## src/hw/rtl/prc_job_fifo.sv

```systemverilog
`timescale 1ns / 1ps
module prc_job_fifo #(
    parameter int WIDTH = 6
) (
    input  logic             clk,
    input  logic             rst_n,
    input  logic             push,
    input  logic [WIDTH-1:0] push_data,
    input  logic             pop,
    output logic [WIDTH-1:0] pop_data,
    output logic             not_empty
);
    logic [WIDTH-1:0] slot_reg [2];
    logic             wp_reg, rp_reg;
    logic [1:0]       cnt_reg;

    assign not_empty = (cnt_reg != 2'd0);
    assign pop_data  = slot_reg[rp_reg];

    always_ff @(posedge clk)
    begin
        if (push)
        begin
            slot_reg[wp_reg] <= push_data;
        end
    end

    always_ff @(posedge clk or negedge rst_n)
    begin
        if (!rst_n)
        begin
            wp_reg  <= 1'b0;
            rp_reg  <= 1'b0;
            cnt_reg <= 2'd0;
        end
        else
        begin
            if (push)
            begin
                wp_reg <= ~wp_reg;
            end
            if (pop)
            begin
                rp_reg <= ~rp_reg;
            end
            cnt_reg <= cnt_reg + {1'b0, push} - {1'b0, pop};
        end
    end
endmodule

```

## config.mk

```make
export PLATFORM = sky130hd
export DESIGN_NAME = prc_job_fifo
export DESIGN_NICKNAME = d
export VERILOG_FILES = /design/src/hw/rtl/prc_job_fifo.sv
export SDC_FILE = /design/constraint.sdc
export NUM_CORES = 1
export LEC_CHECK = 0
export ABC_AREA = 0
export BUFFER_PORTS_ARGS = -buffer_cell sky130_fd_sc_hd__buf_2
export CORE_AREA = 5 5 42 44
export CTS_BUF_LIST = sky130_fd_sc_hd__clkbuf_4 sky130_fd_sc_hd__clkbuf_8
export DETAILED_ROUTE_END_ITERATION = 16
export DIE_AREA = 0 0 47 49
export PLACE_DENSITY = 0.72
export SETUP_SLACK_MARGIN = 0.2
export SLEW_MARGIN = 5
export SYNTH_ARGS = -nofsm -noshare
export SYNTH_HDL_FRONTEND = slang
export SYNTH_SLANG_ARGS = --single-unit
export TNS_END_PERCENT = 100
```

## constraint.sdc

```tcl
create_clock -name clk -period 1.85 [get_ports clk]
set_input_delay 0.2775 -clock clk [delete_from_list [all_inputs] [get_ports clk]]
set_output_delay 0.2775 -clock clk [all_outputs]
set_load 0.02 [all_outputs]
```

==> run summary <==
status -> finished clean
Slew headroom -> 0.636
synthesized area per cell -> 19.8 sq um
combinational power share -> 0.343
Nets -> 66
Die H -> 49 um
drt wl/cell -> 12.1 um
CTS clk-pin slew, worst paths -> 0.09 ns
Post-synth top flop -> edfxtp_1
antenna viol nets, final -> 0
Pwr per Cell Area -> 1480 nW/um^2
Std-Cell Rows -> 14
asr flop ratio synth -> 0.250
Synthesized Nets -> 45
CTS sink cnt -> 16
clock power share -> 0.168
H-tree depth -> 1
worst-path maximum fanout -> 7
core area -> 1400 sq um
vias per cell -> 4.78
DRT iter0 DRCs -> 3
I/O Pins -> 17
Finished Cell Area -> 785 sq um
Seq/Total Area, Yosys -> 0.704
initial antenna violation count -> 0
First-pass DRT Iterations -> 2
Post-Synthesis Cells -> 33
RD Place Congestion -> 0.595
synthesis warning total -> 0
total wire length -> 832 um
Clk Latency, worst-skew pair -> 0.28 ns
number of remaining DRC errors -> 0
Slew Limit Fails -> 0
internal cell power -> 0.000811 W
setup violators final -> 0
static leakage -> 0.349 nW
Die Span X -> 47 um
Net Sw Frac -> 0.302
global-route wire length before repair -> 1370 um
Yosys reg bits -> 16
commonest cells in the netlist -> edfxtp_1 (12), mux2_4 (6), dfrtp_1 (4)
crit share post-route -> 0.824
CTS max path bufs -> 2
EDFF count, synth -> 12
sequential power share -> 0.488
largest net degree at the start of global routing -> 10
FMAX -> 656 MHz
Critical Path RT -> 1.57 ns
clk root buf -> clkbuf_4
fin crit period -> 1.52 ns
net switching power -> 0.000351 W
# Post-CTS Setup Buffers -> 0
RSZ-0062 raised after global routing -> false
max reg flops -> 12
area grow syn2layout -> 19.9%
Fin. Hold Viols -> 0
Area contributors post-synth -> edfxtp_1 (55%), dfrtp_1 (15%), mux2_4 (14%), ha_1 (3.8%), xor3_1 (3.6%)
worst vdd ir -> 0.843 mV
CP Capture Type -> output port
IO buf count -> 16
routed vias -> 330
Yosys top cell area share -> 0.551
Setup TNS -> 0 ns
Max Clock Skew -> 0.00776 ns
worst hold path class -> primary input to flop
gr usage total -> 0.0859
diode count -> 0
Synth cell types -> 11
max cap viols -> 0
starting density of the core -> 0.467
Placement Cell Area -> 743 sq um
pre-CTS WS -> 0.506 ns
proportion of layout cells with a drive suffix above 1 -> 0.528
post-synth top area cell -> edfxtp_1
Post-Syn Area -> 654 sq um
FILL cells -> 109
critical path type -> flop to output port
number of global-route vias before repair -> 367
Die ar. -> 2300 sq um
crit path launch type -> flop
TritonCTS clock tree -> done
worst setup margin -> 0.325 ns
count leader, synth -> edfxtp_1
measured slew at the worst slew-check pin -> 0.545 ns
crit path DAT -> 1.25 ns
total CTS buffers -> 3
global route overflow -> 0
## metrics by stage
| step | hold WS [ns] | std cells | utilization | power (W) |
|---|---|---|---|---|
| 2_1_floorplan | -0.0181 | 33 | - | 0.000893 |
| 3_3_place_gp | 0.0889 | 64 | 0.530 | 0.000963 |
| 3_5_place_dp | 0.0902 | 64 | 0.530 | 0.000981 |
| 4_1_cts | 0.177 | 69 | 0.560 | 0.00118 |
| 5_1_grt | 0.169 | 69 | 0.560 | 0.00123 |
| 6_report | 0.183 | 69 | 0.560 | 0.00116 |
## kinds of logic after synthesis
family	after synthesis	share of synthesized area
DFF	16	0.704
buffers and inverters	3	0.0287
muxes	6	0.138
xor gates and xnor gates	3	0.0631
adders and majority gates	2	0.0382
and+or+nand+nor	3	0.0287
## critical path: stages (launching register included)
cell     delay (ns)
dfrtp_2        0.50
mux2_4         0.32
buf_2          0.16
## power by group through the flow
stage	logic, W	registers, W	clock network, W
after global placement	0.000395	0.000568	0
after detailed placement	0.000405	0.000576	0
after CTS	0.000407	0.000571	0.000203
after floorplan	0.000364	0.000530	0
final	0.000399	0.000567	0.000196
after global routing	0.000432	0.000584	0.000216
## cell type report
| cell class | instances | area (sq um) | area share |
|---|---|---|---|
| flip-flops and latches | 16 | 462 | 0.589 |
| multi-input cells | 14 | 175 | 0.223 |
| repair buffers | 17 | 90.1 | 0.115 |
| clock buffers | 4 | 30.0 | 0.0383 |
| well taps | 16 | 20.0 | 0.0255 |
| inverters | 2 | 7.51 | 0.00957 |
## metal layers
| metal | GRT usage | vias up | part of all wire |
|---|---|---|---|
| met5 | 0 | - | 0 |
| met4 | 0.0691 | 0 | 0.0072 |
| met3 | 0.0221 | 2 | 0.073 |
| met2 | 0.138 | 9 | 0.55 |
| met1 | 0.0879 | 160 | 0.37 |
| li1 | - | 159 | - |
## timing repair
item	in CTS	in global routing
setup endpoints to repair	6	0
gates resized for setup	1	0
hold buffers	1	0
hold endpoints to repair	4	0
## layout by cell type (no fill, tap or decap)
| cell type | n |
|---|---|
| buf_2 | 16 |
| edfxtp_1 | 12 |
| mux2_4 | 6 |
| clkbuf_4 | 4 |
| dfrtp_1 | 3 |
| inv_1 | 2 |
| xor2_1 | 2 |
| ha_1 | 2 |
| xor3_1 | 1 |
| and2_1 | 1 |
| or2_2 | 1 |
| nor2b_1 | 1 |
| dlygate4sd3_1 | 1 |
| dfrtp_2 | 1 |
## final timing paths
check | start | end | slack [ns] | depth (start not counted)
worst max-delay path | rp_reg | pop_data[0] | 0.33 | 2
worst min-delay path | push_data[0] | slot_reg[1][0] | 0.18 | 1
worst max register to register | wp_reg | slot_reg[0][4] | 0.64 | 1
worst min register to register | wp_reg | wp_reg | 0.49 | 1
max in group asynchronous | rst_n | rp_reg | 1.38 | 2
min in group asynchronous | rst_n | cnt_reg[0] | 0.33 | 2
Note: power is estimated with default switching activity, not from simulation.
