### src/hw/rtl/prc_pkg.sv
`timescale 1ns / 1ps
package prc_pkg;

    localparam int MAX_VERTICES_DEF = 16;
    localparam int CFG_ADDR_W       = 3;
    localparam logic [14:0] WIDTH_RST  = 15'd640;
    localparam logic [14:0] HEIGHT_RST = 15'd480;
    localparam int DIV_STEPS = 35;

    localparam logic [1:0] PASS_TOP    = 2'd0;
    localparam logic [1:0] PASS_RIGHT  = 2'd1;
    localparam logic [1:0] PASS_BOTTOM = 2'd2;
    localparam logic [1:0] PASS_LEFT   = 2'd3;

    localparam logic REG_WIDTH  = 1'b0;
    localparam logic REG_HEIGHT = 1'b1;

    typedef struct packed {
        logic signed [15:0] vertex_x;
        logic signed [15:0] vertex_y;
        logic               vertex_last;
    } vtx_in_t;

    typedef struct packed {
        logic signed [15:0] clipped_x;
        logic signed [15:0] clipped_y;
        logic               result_last;
        logic               polygon_empty;
        logic               overflowed;
    } vtx_out_t;

    typedef enum logic [3:0] {
        BK_IDLE,
        BK_FETCHP,
        BK_PREV,
        BK_FETCH,
        BK_CUR,
        BK_MUL,
        BK_DINIT,
        BK_DIV,
        BK_XING,
        BK_KEEP,
        BK_NEXT,
        BK_EFETCH,
        BK_EMIT,
        BK_EMPTY
    } bk_state_t;

    function automatic logic is_in(input logic [1:0] pass,
                                   input logic signed [15:0] x,
                                   input logic signed [15:0] y,
                                   input logic [14:0] w,
                                   input logic [14:0] h);
        logic r;
        case (pass)
            PASS_TOP:    r = (y >= 16'sd0);
            PASS_RIGHT:  r = ($signed({x[15], x}) <= $signed({2'b00, w}));
            PASS_BOTTOM: r = ($signed({y[15], y}) <= $signed({2'b00, h}));
            default:     r = (x >= 16'sd0);
        endcase
        return r;
    endfunction

endpackage

### src/hw/rtl/prc_front.sv
`timescale 1ns / 1ps
module prc_front #(
    parameter int MAX_VERTICES = 16
) (
    input  logic                               clk,
    input  logic                               rst_n,
    input  logic                               in_valid,
    output logic                               in_stall,
    input  prc_pkg::vtx_in_t                   in_data,
    input  logic                               hold,
    output logic                               wr_en,
    output logic [$clog2(MAX_VERTICES)-1:0]    wr_addr,
    output logic [31:0]                        wr_data,
    output logic                               job_push,
    output logic [$clog2(MAX_VERTICES+1):0]    job_data
);
    import prc_pkg::*;

    localparam int CNT_W = $clog2(MAX_VERTICES + 1);
    localparam int IDX_W = $clog2(MAX_VERTICES);

    logic [CNT_W-1:0] count_reg, count_next;
    logic             ovf_reg, ovf_next;
    logic             acc;
    logic             room;

    assign in_stall = hold;
    assign acc      = in_valid && !hold;
    assign room     = (count_reg < CNT_W'(MAX_VERTICES));
    assign wr_en    = acc && room;
    assign wr_addr  = count_reg[IDX_W-1:0];
    assign wr_data  = {in_data.vertex_y, in_data.vertex_x};

    always_comb
    begin
        count_next = count_reg;
        ovf_next   = ovf_reg;
        if (acc)
        begin
            if (room)
            begin
                count_next = count_reg + 1'b1;
            end
            else
            begin
                ovf_next = 1'b1;
            end
        end
    end

    assign job_push = acc && in_data.vertex_last;
    assign job_data = {ovf_next, count_next};

    always_ff @(posedge clk or negedge rst_n)
    begin
        if (!rst_n)
        begin
            count_reg <= '0;
            ovf_reg   <= 1'b0;
        end
        else if (job_push)
        begin
            count_reg <= '0;
            ovf_reg   <= 1'b0;
        end
        else
        begin
            count_reg <= count_next;
            ovf_reg   <= ovf_next;
        end
    end
endmodule

### config.mk
export PLATFORM = sky130hd
export DESIGN_NAME = prc_front
export DESIGN_NICKNAME = d
export VERILOG_FILES = /design/src/hw/rtl/prc_pkg.sv /design/src/hw/rtl/prc_front.sv
export SDC_FILE = /design/constraint.sdc
export NUM_CORES = 1
export LEC_CHECK = 0
export ABC_CLOCK_PERIOD_IN_PS = 2150
export BUFFER_PORTS_ARGS = -buffer_cell sky130_fd_sc_hd__clkbuf_2
export CAP_MARGIN = 20
export CELL_PAD_IN_SITES_DETAIL_PLACEMENT = 0
export CELL_PAD_IN_SITES_GLOBAL_PLACEMENT = 2
export CORE_ASPECT_RATIO = 1.75
export CORE_MARGIN = 4
export CORE_UTILIZATION = 16
export CTS_BUF_LIST = sky130_fd_sc_hd__clkbuf_4
export CTS_CLUSTER_DIAMETER = 100
export CTS_CLUSTER_SIZE = 20
export DETAILED_ROUTE_END_ITERATION = 8
export GPL_TIMING_DRIVEN = 0
export PLACE_DENSITY = 0.95
export SYNTH_ARGS = -nofsm -noshare
export SYNTH_HDL_FRONTEND = slang
export SYNTH_SLANG_ARGS = --single-unit
export TNS_END_PERCENT = 100
### constraint.sdc
create_clock -name clk -period 2.15 [get_ports clk]
set_input_delay 0.3225 -clock clk [delete_from_list [all_inputs] [get_ports clk]]
set_output_delay 0.3225 -clock clk [all_outputs]
set_load 0.01 [all_outputs]
==> impl_metrics.tcl <==
set metrics [dict create \
    initial_core_util_pct 16.94 \
    critPathTopFamily "flip-flops" \
    drive_above_1_share_pct 83.05 \
    cts_num_sinks 6 \
    drt_iter0_markers 7 \
    grt_max_degree 9 \
    synthArstFlopShare_pct 100.0 \
    drv_cap 0 \
    p_seq_share_pct 30.1 \
    crit_fanout 4 \
    netlist_top_cells_area "buf_4, dfrtp_1, nor2b_1" \
    synth_simple_gate_area_share_pct 16.17 \
    startpoint_type "flop" \
    gp_congestion 0.7205 \
    min_period_over_period_pct 85.40 \
    timing.fmax_ghz 0.5447 \
    power.leakage_nw 0.5974 \
    io_pins 82 \
    p_comb_share_pct 52.9 \
    cts_htree_levels 1 \
    ctsResizeCount 0 \
    grt_setup_unrepaired "false" \
    grt_pass1_wl_um 2704 \
    ys.flop_type "dfrtp_1" \
    slowest_stage "dfrtp_1" \
    status "finished clean" \
    track_usage_pct 6.595 \
    vdd_drop_max_uv 418.9 \
    dpl.cell_count 160 \
    multiInputGateArea_um2 186.4 \
    yosysWarnings 0 \
    tightest_slew_ns 0.2961 \
    drt-total-wl_um 1643 \
    largest_register_ffs 5 \
    yosysTopAreaCell "buf_4" \
    p_clk_share_pct 16.9 \
    fill_cells 425 \
    hp-class "in -> async" \
    grt_pass1_vias 649 \
    required_ns 1.83 \
    synthMuxAreaShare_pct 4.192 \
    cts.clk_slew.worst_paths_ns 0.05 \
    first_pass_iters 2 \
    hold_buffers 1 \
    nNetsFinal 158 \
    synth_top_family_by_area "buffers and inverters" \
    drtAntennaViolNets 0 \
    synth_top_area_share_pct 45.51 \
    die_area_um2 5023 \
    avgSynthCellArea_um2 9.644 \
    cts_buffers 3 \
    cts_root_buffer "clkbuf_4" \
    fin_setup_tns_ns 0 \
    netlist-cell-type-count 17 \
    core_um2 3701 \
    cts_tree "done" \
    antenna_found_initial 0 \
    path_cells "nor3b_4 > mux2_2 > clkbuf_2" \
    slew_viol_final 0 \
    post_cts_buffers 0 \
    dieHeight_um 90.80 \
    synth_fa_ha_area_share_pct 1.996 \
    syn2layout_area_growth_pct 53.49 \
    seqCellArea_um2 150.1 \
    cpPeakStageDelay_ns 0.43 \
    switching_share_pct 36.02 \
    vias 596 \
    yosysSeqAreaShare_pct 23.95 \
    synth_seq_cells 6 \
    finalSetupViolations 0 \
    arrival_ns 1.51 \
    row_count 29 \
    cp.buffers_inverters 1 \
    clock-skew-final_ns 0.003858 \
    synthXorXnorAreaFrac_pct 4.192 \
    synth_edf_count 0 \
    power_density_nw_per_um2 628.2 \
    timing_worst_setup_path_type "reg -> out" \
    clk_latency_ns 0.24 \
    slew_headroom_pct 80.24 \
    antennaDiodeCount 0 \
    drc 0 \
    end_kind "primary output" \
    synth_area_um2 626.9 \
    wl_per_cell_um 10.02 \
    p_sw_mw 0.2177 \
    clockBufferDepth 2 \
    p_int_mw 0.3867 \
    synthCells 65 \
    min_period_ns 1.836 \
    avgViaCountPerCell 3.634 \
    synth_most_common_cell "buf_4" \
    overflow 0 \
    final_cells 164 \
    synth_commonest_cells "buf_4, dfrtp_1, nor2b_1" \
    portBuffers 49 \
    hold_violations 0 \
    die_width_um 55.32 \
    synth-compound-area-share_pct 3.194 \
    syn_nets 103 \
]
## logic make-up after synthesis
group	count (synthesis)
AOI/OAI and AO/OA	2
xor gates and xnor gates	3
adders and majority gates	1
buffers and inverters	39
DFF	6
muxes	2
and+or+nand+nor	12
## routing by layer
layer | track usage, % | up-vias | routed length, µm | share of wire (%)
met5 | 0 | - | 0 | 0
met4 | 4.868 | 0 | 21 | 1.3
met3 | 3.577 | 2 | 370 | 23
met2 | 12.06 | 69 | 805 | 49
met1 | 4.905 | 248 | 445 | 27
li1 | - | 277 | - | -
## final timing paths
path / slack (ns) / startpoint / endpoint / cells past startpoint
max in group asynchronous: 1.54 / rst_n / count_reg[4] / 2
min reg2reg: 0.57 / ovf_reg / ovf_reg / 2
max reg2reg: 0.75 / count_reg[4] / count_reg[1] / 3
max: 0.31 / count_reg[4] / job_data[1] / 3
min in group clk: 0.57 / ovf_reg / ovf_reg / 2
min: 0.45 / rst_n / count_reg[1] / 2
## through the flow
stage	setup slack [ns]	hold slack, ns	util, %	power (mW)	instance area [µm²]
finish	0.3140	0.4505	26.00	0.6044	962.2
global route	0.2599	0.4727	26.00	0.6501	962.2
CTS	0.2937	0.4331	26.00	0.6181	962.2
detailed placement	0.5354	0.1647	25.12	0.5024	929.6
global placement	0.5468	0.1588	25.12	0.5018	929.6
floorplan	0.6754	0.02691	-	0.3821	626.9
## layout make-up
type                            count  area share (%)
Buffer                             39           30.17
Timing Repair Buffer               50           26.53
Multi-Input combinational cell     20           19.38
Sequential cell                     6           15.60
Tap cell                           46           5.982
Clock buffer                        3           2.341
## power groups by stage
stage	registers, mW	logic, mW	clock network [mW]
4_1_cts	0.182	0.325	0.111
2_1_floorplan	0.172	0.210	0
5_1_grt	0.187	0.353	0.110
6_report	0.182	0.320	0.102
3_5_place_dp	0.183	0.320	0
3_3_place_gp	0.183	0.319	0
## cells in the final DEF (no fill, tap or decap), drive strengths merged
master       count
clkbuf          52
buf             39
nor2b            6
dfrtp            6
xor2             2
mux2             2
nor3b            1
nand4            1
xnor2            1
and3b            1
nor2             1
and4bb           1
and2b            1
a21o             1
a41o             1
ha               1
dlygate4sd3      1
No activity file was read; power rests on OpenSTA's default activity.
