`src/hw/rtl/prc_pkg.sv`:
```
`timescale 1ns / 1ps
package prc_pkg;

    localparam int MAX_VERTICES_DEF = 16;
    localparam int CFG_ADDR_W       = 3;
    localparam logic [14:0] WIDTH_RST  = 15'd640;
    localparam logic [14:0] HEIGHT_RST = 15'd480;
    localparam int DIV_STEPS = 35;

    localparam logic [1:0] PASS_TOP    = 2'd0;
    localparam logic [1:0] PASS_RIGHT  = 2'd1;
    localparam logic [1:0] PASS_BOTTOM = 2'd2;
    localparam logic [1:0] PASS_LEFT   = 2'd3;

    localparam logic REG_WIDTH  = 1'b0;
    localparam logic REG_HEIGHT = 1'b1;

    typedef struct packed {
        logic signed [15:0] vertex_x;
        logic signed [15:0] vertex_y;
        logic               vertex_last;
    } vtx_in_t;

    typedef struct packed {
        logic signed [15:0] clipped_x;
        logic signed [15:0] clipped_y;
        logic               result_last;
        logic               polygon_empty;
        logic               overflowed;
    } vtx_out_t;

    typedef enum logic [3:0] {
        BK_IDLE,
        BK_FETCHP,
        BK_PREV,
        BK_FETCH,
        BK_CUR,
        BK_MUL,
        BK_DINIT,
        BK_DIV,
        BK_XING,
        BK_KEEP,
        BK_NEXT,
        BK_EFETCH,
        BK_EMIT,
        BK_EMPTY
    } bk_state_t;

    function automatic logic is_in(input logic [1:0] pass,
                                   input logic signed [15:0] x,
                                   input logic signed [15:0] y,
                                   input logic [14:0] w,
                                   input logic [14:0] h);
        logic r;
        case (pass)
            PASS_TOP:    r = (y >= 16'sd0);
            PASS_RIGHT:  r = ($signed({x[15], x}) <= $signed({2'b00, w}));
            PASS_BOTTOM: r = ($signed({y[15], y}) <= $signed({2'b00, h}));
            default:     r = (x >= 16'sd0);
        endcase
        return r;
    endfunction

endpackage

```
`src/hw/rtl/prc_ram.sv`:
```
`timescale 1ns / 1ps
module prc_ram #(
    parameter int WIDTH = 32,
    parameter int DEPTH = 16
) (
    input  logic                     clk,
    input  logic                     we,
    input  logic [$clog2(DEPTH)-1:0] waddr,
    input  logic [WIDTH-1:0]         wdata,
    input  logic [$clog2(DEPTH)-1:0] raddr,
    output logic [WIDTH-1:0]         rdata
);
    logic [WIDTH-1:0] mem [DEPTH];

    always_ff @(posedge clk)
    begin
        if (we)
        begin
            mem[waddr] <= wdata;
        end
        rdata <= mem[raddr];
    end
endmodule

```
`src/hw/rtl/prc_back.sv`:
```
`timescale 1ns / 1ps
module prc_back #(
    parameter int MAX_VERTICES = 16
) (
    input  logic                               clk,
    input  logic                               rst_n,
    input  logic [14:0]                        win_w,
    input  logic [14:0]                        win_h,
    input  logic                               fe_wr_en,
    input  logic [$clog2(MAX_VERTICES)-1:0]    fe_wr_addr,
    input  logic [31:0]                        fe_wr_data,
    input  logic                               job_valid,
    input  logic [$clog2(MAX_VERTICES+1):0]    job_data,
    output logic                               job_pop,
    output logic                               busy,
    output logic                               out_valid,
    input  logic                               out_stall,
    output prc_pkg::vtx_out_t                  out_data
);
    import prc_pkg::*;

    localparam int CNT_W = $clog2(MAX_VERTICES + 1);
    localparam int IDX_W = $clog2(MAX_VERTICES);

    bk_state_t state_reg, state_next;

    logic [1:0]        pass_reg, pass_next;
    logic [CNT_W-1:0]  n_reg, n_next, m_reg, m_next, idx_reg, idx_next;
    logic              ovf_reg, ovf_next;
    logic [31:0]       prev_reg, prev_next, cur_reg, cur_next;
    logic              cin_reg, cin_next;
    logic signed [34:0] prod_reg;
    logic [16:0]       dmag_reg;
    logic              neg_reg;
    logic [34:0]       quo_reg, quo_next;
    logic [16:0]       rem_reg, rem_next;
    logic [5:0]        dcnt_reg, dcnt_next;
    logic              outv_reg, outv_next;
    vtx_out_t          outd_reg, outd_next;

    logic [IDX_W-1:0]  rd_addr;
    logic [31:0]       a_rdata, b_rdata, src_rdata;
    logic              a_we, b_we;
    logic [IDX_W-1:0]  a_waddr, b_waddr;
    logic [31:0]       a_wdata;
    logic              app_en;
    logic [31:0]       app_data;
    logic              app_full;
    logic              out_free;

    // crossing arithmetic
    logic               horiz;
    logic signed [15:0] cx, cy, px, py;
    logic signed [16:0] bnd;
    logic signed [16:0] mul_a, den;
    logic signed [17:0] mul_b;
    logic signed [34:0] prod;
    logic [17:0]        shl;
    logic [16:0]        qv;
    logic signed [17:0] coord;
    logic [15:0]        bnd16;

    prc_ram #(.WIDTH(32), .DEPTH(MAX_VERTICES)) u_ram_a (
        .clk   (clk),
        .we    (a_we),
        .waddr (a_waddr),
        .wdata (a_wdata),
        .raddr (rd_addr),
        .rdata (a_rdata)
    );

    prc_ram #(.WIDTH(32), .DEPTH(MAX_VERTICES)) u_ram_b (
        .clk   (clk),
        .we    (b_we),
        .waddr (b_waddr),
        .wdata (app_data),
        .raddr (rd_addr),
        .rdata (b_rdata)
    );

    assign busy      = (state_reg != BK_IDLE);
    assign src_rdata = pass_reg[0] ? b_rdata : a_rdata;
    assign out_free  = !outv_reg || !out_stall;
    assign out_valid = outv_reg;
    assign out_data  = outd_reg;

    // drop the write once the pass output is full
    assign app_full = (m_reg >= CNT_W'(MAX_VERTICES));

    // Odd passes write buffer A, even passes buffer B; the front end owns A while idle.
    assign a_we    = busy ? (app_en && !app_full && pass_reg[0]) : fe_wr_en;
    assign a_waddr = busy ? m_reg[IDX_W-1:0] : fe_wr_addr;
    assign a_wdata = busy ? app_data : fe_wr_data;
    assign b_we    = app_en && !app_full && !pass_reg[0];
    assign b_waddr = m_reg[IDX_W-1:0];

    assign horiz = !pass_reg[0];
    assign cx    = cur_reg[15:0];
    assign cy    = cur_reg[31:16];
    assign px    = prev_reg[15:0];
    assign py    = prev_reg[31:16];

    always_comb
    begin
        case (pass_reg)
            PASS_RIGHT:  bnd = {2'b00, win_w};
            PASS_BOTTOM: bnd = {2'b00, win_h};
            default:     bnd = 17'sd0;
        endcase
    end

    assign mul_a = horiz ? (17'(px) - 17'(cx)) : (17'(py) - 17'(cy));
    assign mul_b = horiz ? (18'(bnd) - 18'(cy)) : (18'(bnd) - 18'(cx));
    assign den   = horiz ? (17'(py) - 17'(cy)) : (17'(px) - 17'(cx));
    assign prod  = mul_a * mul_b;
    assign shl   = {rem_reg, quo_reg[34]};
    assign qv    = neg_reg ? (17'd0 - quo_reg[16:0]) : quo_reg[16:0];
    assign coord = (horiz ? 18'(cx) : 18'(cy)) + 18'($signed(qv));
    assign bnd16 = bnd[15:0];

    always_comb
    begin
        state_next = state_reg;
        pass_next  = pass_reg;
        n_next     = n_reg;
        m_next     = m_reg;
        idx_next   = idx_reg;
        ovf_next   = ovf_reg;
        prev_next  = prev_reg;
        cur_next   = cur_reg;
        cin_next   = cin_reg;
        quo_next   = quo_reg;
        rem_next   = rem_reg;
        dcnt_next  = dcnt_reg;
        outv_next  = outv_reg && out_stall;
        outd_next  = outd_reg;
        rd_addr    = idx_reg[IDX_W-1:0];
        app_en     = 1'b0;
        app_data   = cur_reg;
        job_pop    = 1'b0;

        case (state_reg)
            BK_IDLE:
            begin
                if (job_valid)
                begin
                    job_pop   = 1'b1;
                    n_next    = job_data[CNT_W-1:0];
                    ovf_next  = job_data[CNT_W];
                    pass_next = PASS_TOP;
                    m_next    = '0;
                    state_next = (job_data[CNT_W-1:0] == '0) ? BK_EMPTY : BK_FETCHP;
                end
            end
            BK_FETCHP:
            begin
                rd_addr    = IDX_W'(n_reg - 1'b1);
                state_next = BK_PREV;
            end
            BK_PREV:
            begin
                prev_next  = src_rdata;
                idx_next   = '0;
                state_next = BK_FETCH;
            end
            BK_FETCH:
            begin
                state_next = BK_CUR;
            end
            BK_CUR:
            begin
                cur_next = src_rdata;
                cin_next = is_in(pass_reg, src_rdata[15:0], src_rdata[31:16], win_w, win_h);
                if (cin_next != is_in(pass_reg, px, py, win_w, win_h))
                begin
                    state_next = BK_MUL;
                end
                else
                begin
                    if (cin_next)
                    begin
                        app_en   = 1'b1;
                        app_data = src_rdata;
                    end
                    state_next = BK_NEXT;
                end
            end
            BK_MUL:
            begin
                state_next = BK_DINIT;
            end
            BK_DINIT:
            begin
                quo_next   = prod_reg[34] ? 35'(-prod_reg) : 35'(prod_reg);
                rem_next   = '0;
                dcnt_next  = '0;
                state_next = BK_DIV;
            end
            BK_DIV:
            begin
                // restoring division, one quotient bit per cycle
                if (shl >= {1'b0, dmag_reg})
                begin
                    rem_next = 17'(shl - {1'b0, dmag_reg});
                    quo_next = {quo_reg[33:0], 1'b1};
                end
                else
                begin
                    rem_next = shl[16:0];
                    quo_next = {quo_reg[33:0], 1'b0};
                end
                dcnt_next = dcnt_reg + 1'b1;
                if (dcnt_reg == 6'(DIV_STEPS - 1))
                begin
                    state_next = BK_XING;
                end
            end
            BK_XING:
            begin
                app_en     = 1'b1;
                app_data   = horiz ? {bnd16, coord[15:0]} : {coord[15:0], bnd16};
                state_next = cin_reg ? BK_KEEP : BK_NEXT;
            end
            BK_KEEP:
            begin
                app_en     = 1'b1;
                state_next = BK_NEXT;
            end
            BK_NEXT:
            begin
                prev_next = cur_reg;
                idx_next  = idx_reg + 1'b1;
                if (idx_next == n_reg)
                begin
                    n_next   = m_reg;
                    m_next   = '0;
                    idx_next = '0;
                    if (m_reg == '0)
                    begin
                        state_next = BK_EMPTY;
                    end
                    else if (pass_reg == PASS_LEFT)
                    begin
                        state_next = BK_EFETCH;
                    end
                    else
                    begin
                        pass_next  = pass_reg + 1'b1;
                        state_next = BK_FETCHP;
                    end
                end
                else
                begin
                    state_next = BK_FETCH;
                end
            end
            BK_EFETCH:
            begin
                state_next = BK_EMIT;
            end
            BK_EMIT:
            begin
                if (out_free)
                begin
                    outv_next = 1'b1;
                    outd_next.clipped_x     = a_rdata[15:0];
                    outd_next.clipped_y     = a_rdata[31:16];
                    outd_next.result_last   = (idx_reg + 1'b1 == n_reg);
                    outd_next.polygon_empty = 1'b0;
                    outd_next.overflowed    = ovf_reg;
                    idx_next = idx_reg + 1'b1;
                    state_next = (idx_reg + 1'b1 == n_reg) ? BK_IDLE : BK_EFETCH;
                end
            end
            BK_EMPTY:
            begin
                if (out_free)
                begin
                    outv_next = 1'b1;
                    outd_next.clipped_x     = '0;
                    outd_next.clipped_y     = '0;
                    outd_next.result_last   = 1'b1;
                    outd_next.polygon_empty = 1'b1;
                    outd_next.overflowed    = ovf_reg;
                    state_next = BK_IDLE;
                end
            end
            default:
            begin
                state_next = BK_IDLE;
            end
        endcase

        if (app_en)
        begin
            if (!app_full)
            begin
                m_next = m_reg + 1'b1;
            end
            else
            begin
                ovf_next = 1'b1;
            end
        end
    end

    always_ff @(posedge clk)
    begin
        if (state_reg == BK_MUL)
        begin
            prod_reg <= prod;
            dmag_reg <= den[16] ? 17'(-den) : den;
            neg_reg  <= mul_a[16] ^ mul_b[17] ^ den[16];
        end
        pass_reg <= pass_next;
        n_reg    <= n_next;
        idx_reg  <= idx_next;
        prev_reg <= prev_next;
        cur_reg  <= cur_next;
        cin_reg  <= cin_next;
        quo_reg  <= quo_next;
        rem_reg  <= rem_next;
        dcnt_reg <= dcnt_next;
        outd_reg <= outd_next;
        m_reg    <= m_next;
    end

    always_ff @(posedge clk or negedge rst_n)
    begin
        if (!rst_n)
        begin
            state_reg <= BK_IDLE;
            ovf_reg   <= 1'b0;
            outv_reg  <= 1'b0;
        end
        else
        begin
            state_reg <= state_next;
            ovf_reg   <= ovf_next;
            outv_reg  <= outv_next;
        end
    end
endmodule

```
`config.mk`:
```
export PLATFORM = sky130hd
export DESIGN_NAME = prc_back
export DESIGN_NICKNAME = d
export VERILOG_FILES = /design/src/hw/rtl/prc_pkg.sv /design/src/hw/rtl/prc_ram.sv /design/src/hw/rtl/prc_back.sv
export SDC_FILE = /design/constraint.sdc
export NUM_CORES = 2
export LEC_CHECK = 0
export ABC_CLOCK_PERIOD_IN_PS = 10880
export BUFFER_PORTS_ARGS = -buffer_cell sky130_fd_sc_hd__clkbuf_2
export CORE_MARGIN = 2
export CORE_UTILIZATION = 45
export DETAILED_ROUTE_END_ITERATION = 10
export MAX_ROUTING_LAYER = met4
export SLEW_MARGIN = 30
export SYNTH_ARGS = -nofsm -noshare
export SYNTH_HDL_FRONTEND = slang
export SYNTH_SLANG_ARGS = --single-unit
```
`constraint.sdc`:
```
create_clock -name clk -period 10.88 [get_ports clk]
set_input_delay 3.264 -clock clk [delete_from_list [all_inputs] [get_ports clk]]
set_output_delay 3.264 -clock clk [all_outputs]
set_load 0.02 [all_outputs]
```
==> qor.csv <==
metric,value,unit
status,completed,
gr ovfl total,0,
Hold Path End,out_data[0],
Worst Hold Depth,0,
CP max stage cell,fa_1,
hold slack,501,ps
initial antenna violation count,9,
Fin. Hold Viols,0,
Seq cells post-synth,1322,
DRC violations left,0,
total global-route track usage,0.257,
Vias/cell,5.74,
I/O Buffers,114,
"most common cell after layout, fill and taps aside",edfxtp_1,
Tcrit/Tclk final,0.980,
"FFs w/ async S/R, synth",0.00454,
die area,158000,um2
Worst Path Arrival,11160,ps
share of cells above drive strength 1,0.208,
number of global-route vias before repair,43357,
synthesized area per cell,14.0,um2
clock sink total,1322,
maxcap violations,0,
I/O Pins,115,
setup ws final,218,ps
origin of the critical flop-to-flop path,cur_reg[7],
Post-CTS Hold Fix Bufs,0,
DP Wirelength,136000,um
fillers,12990,
via count,43321,
first-pass GRT wire length,288000,um
most frequent cells in the layout,"1247 x edfxtp_1, 488 x inv_1, 362 x nor2_1, 332 x buf_4, 299 x fa_1",
cts bufs inserted,144,
Post-DRT Antenna Nets,0,
CTS root buf,clkbuf_16,
1st-iter DRT viols,4576,
Gate Count Post-Synth,4965,
Buf/Inv on CP,8,
yosys warns,0,
Max Fclk,93.8,MHz
Yosys cell types,84,
Final setup viols,0,
iteration count of the initial detailed-routing pass,8,
H-tree depth,4,
Worst Path Required,11380,ps
CTS max path bufs,3,
worst skew pair latency,800,ps
HP Class,reg2reg,
CORE AREA,154000,um2
Top Registers,"u_ram_a.mem x512, u_ram_b.mem x512",
CTS tree,built,
Die X,397,um
Max Slew Vio Count,0,
initial core utilization,0.452,
Crit path top cell by count,fa_1,
Routed wire per std cell,26.0,um
min-delay src,ovf_reg,
Netlist Area Pre-Place,69600,um2
setup TNS,0,ps
CP startpoint kind,primary input,
slowest cell delay on critical path,570,ps
CP Class,in2reg,
Worst setup EP type,flip-flop,
fin crit period,10660,ps
"EDFF count, synth",1247,
RR Endpoint,prod_reg[34],
CP top delay family,adder cells,
r2r setup slk,1260,ps
Setup WS pre-CTS,-1030,ps
clk slew on worst S/H paths,60,ps
relative max-transition margin,0.208,
Clock Skews,61.4,ps
"Top FF cell, synth",edfxtp_1,
largest net degree at the start of global routing,135,
Die Height,397,um
GPL Wtd Cong,1.01,
CP max FO,5,
"Seq/Total Area, Yosys",0.560,
P&R area growth vs syn,15.9,%
Rows,144,
worst r2r path cells,30,
Routed WL,196000,um
fin nets,6013,
Worst-Margin Slew,1180,ps
net count after synthesis,5590,
-- repair_timing --
| action | in CTS | in global routing |
|---|---|---|
| hold endpoints to repair | 0 | 0 |
| pin swaps | 10 | 68 |
| resized for setup | 26 | 61 |
| setup buffers | 8 | 11 |
| setup endpoints to repair | 8 | 14 |
-- synthesized netlist by cell type, types with 13 or more instances --
cell	instances	area, um2
and2_1	58	363
a21o_1	37	278
ha_1	241	3020
mux4_2	256	5770
clkbuf_1	124	465
or3_1	13	81.3
buf_1	36	135
nand2_1	281	1050
fa_1	307	6150
a221o_1	21	210
edfxtp_1	1247	37400
xor2_1	83	727
buf_2	33	165
a31oi_1	23	144
o21ai_0	110	551
a22oi_1	14	105
a211oi_1	91	683
a21oi_1	245	1230
o31ai_1	23	173
inv_1	492	1850
o211ai_1	13	97.6
dfxtp_1	69	1380
nor2_1	406	1520
nand3_1	39	195
mux2i_1	124	1240
nor2b_1	107	669
nor3_1	52	260
nand2b_1	29	181
and3_1	14	87.6
o21a_1	31	233
mux2_2	58	653
xnor2_1	93	815
nand4_1	18	113
-- kinds of logic after synthesis --
logic type                 count (synthesis)  synth area share
DFF                                     1322             0.560
and+or+nand+nor                         1077            0.0721
AOI/OAI and AO/OA                        715            0.0662
buffers and inverters                    689            0.0379
adders and majority gates                548             0.132
muxes                                    438             0.110
xor gates and xnor gates                 176            0.0221
-- through the flow --
step,std cells,utilization,area (um2)
final,7553,0.524,80600
after detailed placement,7264,0.489,75200
after global routing,7553,0.524,80600
after CTS,7538,0.521,80200
after global placement,7258,0.487,75000
after floorplan,4965,-,69700
-- metal layers --
metal	track usage	vias to the layer above	wire length (um)	share of wire
li1	-	19036	-	-
met1	0.372	22399	88200	0.45
met2	0.382	1636	88800	0.45
met3	0.0397	250	14700	0.075
met4	0.0635	0	4520	0.023
met5	-	-	0	0
-- how the worst max path moves through the flow --
stage | to | from | slack, ps | cells past startpoint
after floorplan | prod_reg[34] | win_h[0] | -230 | 34
after global placement | prod_reg[34] | win_h[0] | -970 | 35
after detailed placement | prod_reg[32] | win_w[1] | -1030 | 36
after CTS | prod_reg[34] | win_h[0] | 9 | 37
after global routing | prod_reg[34] | win_h[0] | -40 | 35
final | prod_reg[34] | win_w[1] | 220 | 36
-- final cells by class --
| class | instances | area (um2) | area share |
|---|---|---|---|
| antenna | 1 | 2.50 | 0.0000310 |
| clock inverter | 72 | 891 | 0.0110 |
| inverter | 494 | 1850 | 0.0230 |
| sequential | 1322 | 39000 | 0.483 |
| clock buffer | 194 | 3850 | 0.0478 |
| multi-input combinational | 2954 | 29000 | 0.359 |
| timing repair buffer | 472 | 3540 | 0.0439 |
| tap | 2044 | 2560 | 0.0317 |
Power is not shown: default switching activity piles up to over one toggle a cycle in this logic, so the estimate is an artifact.
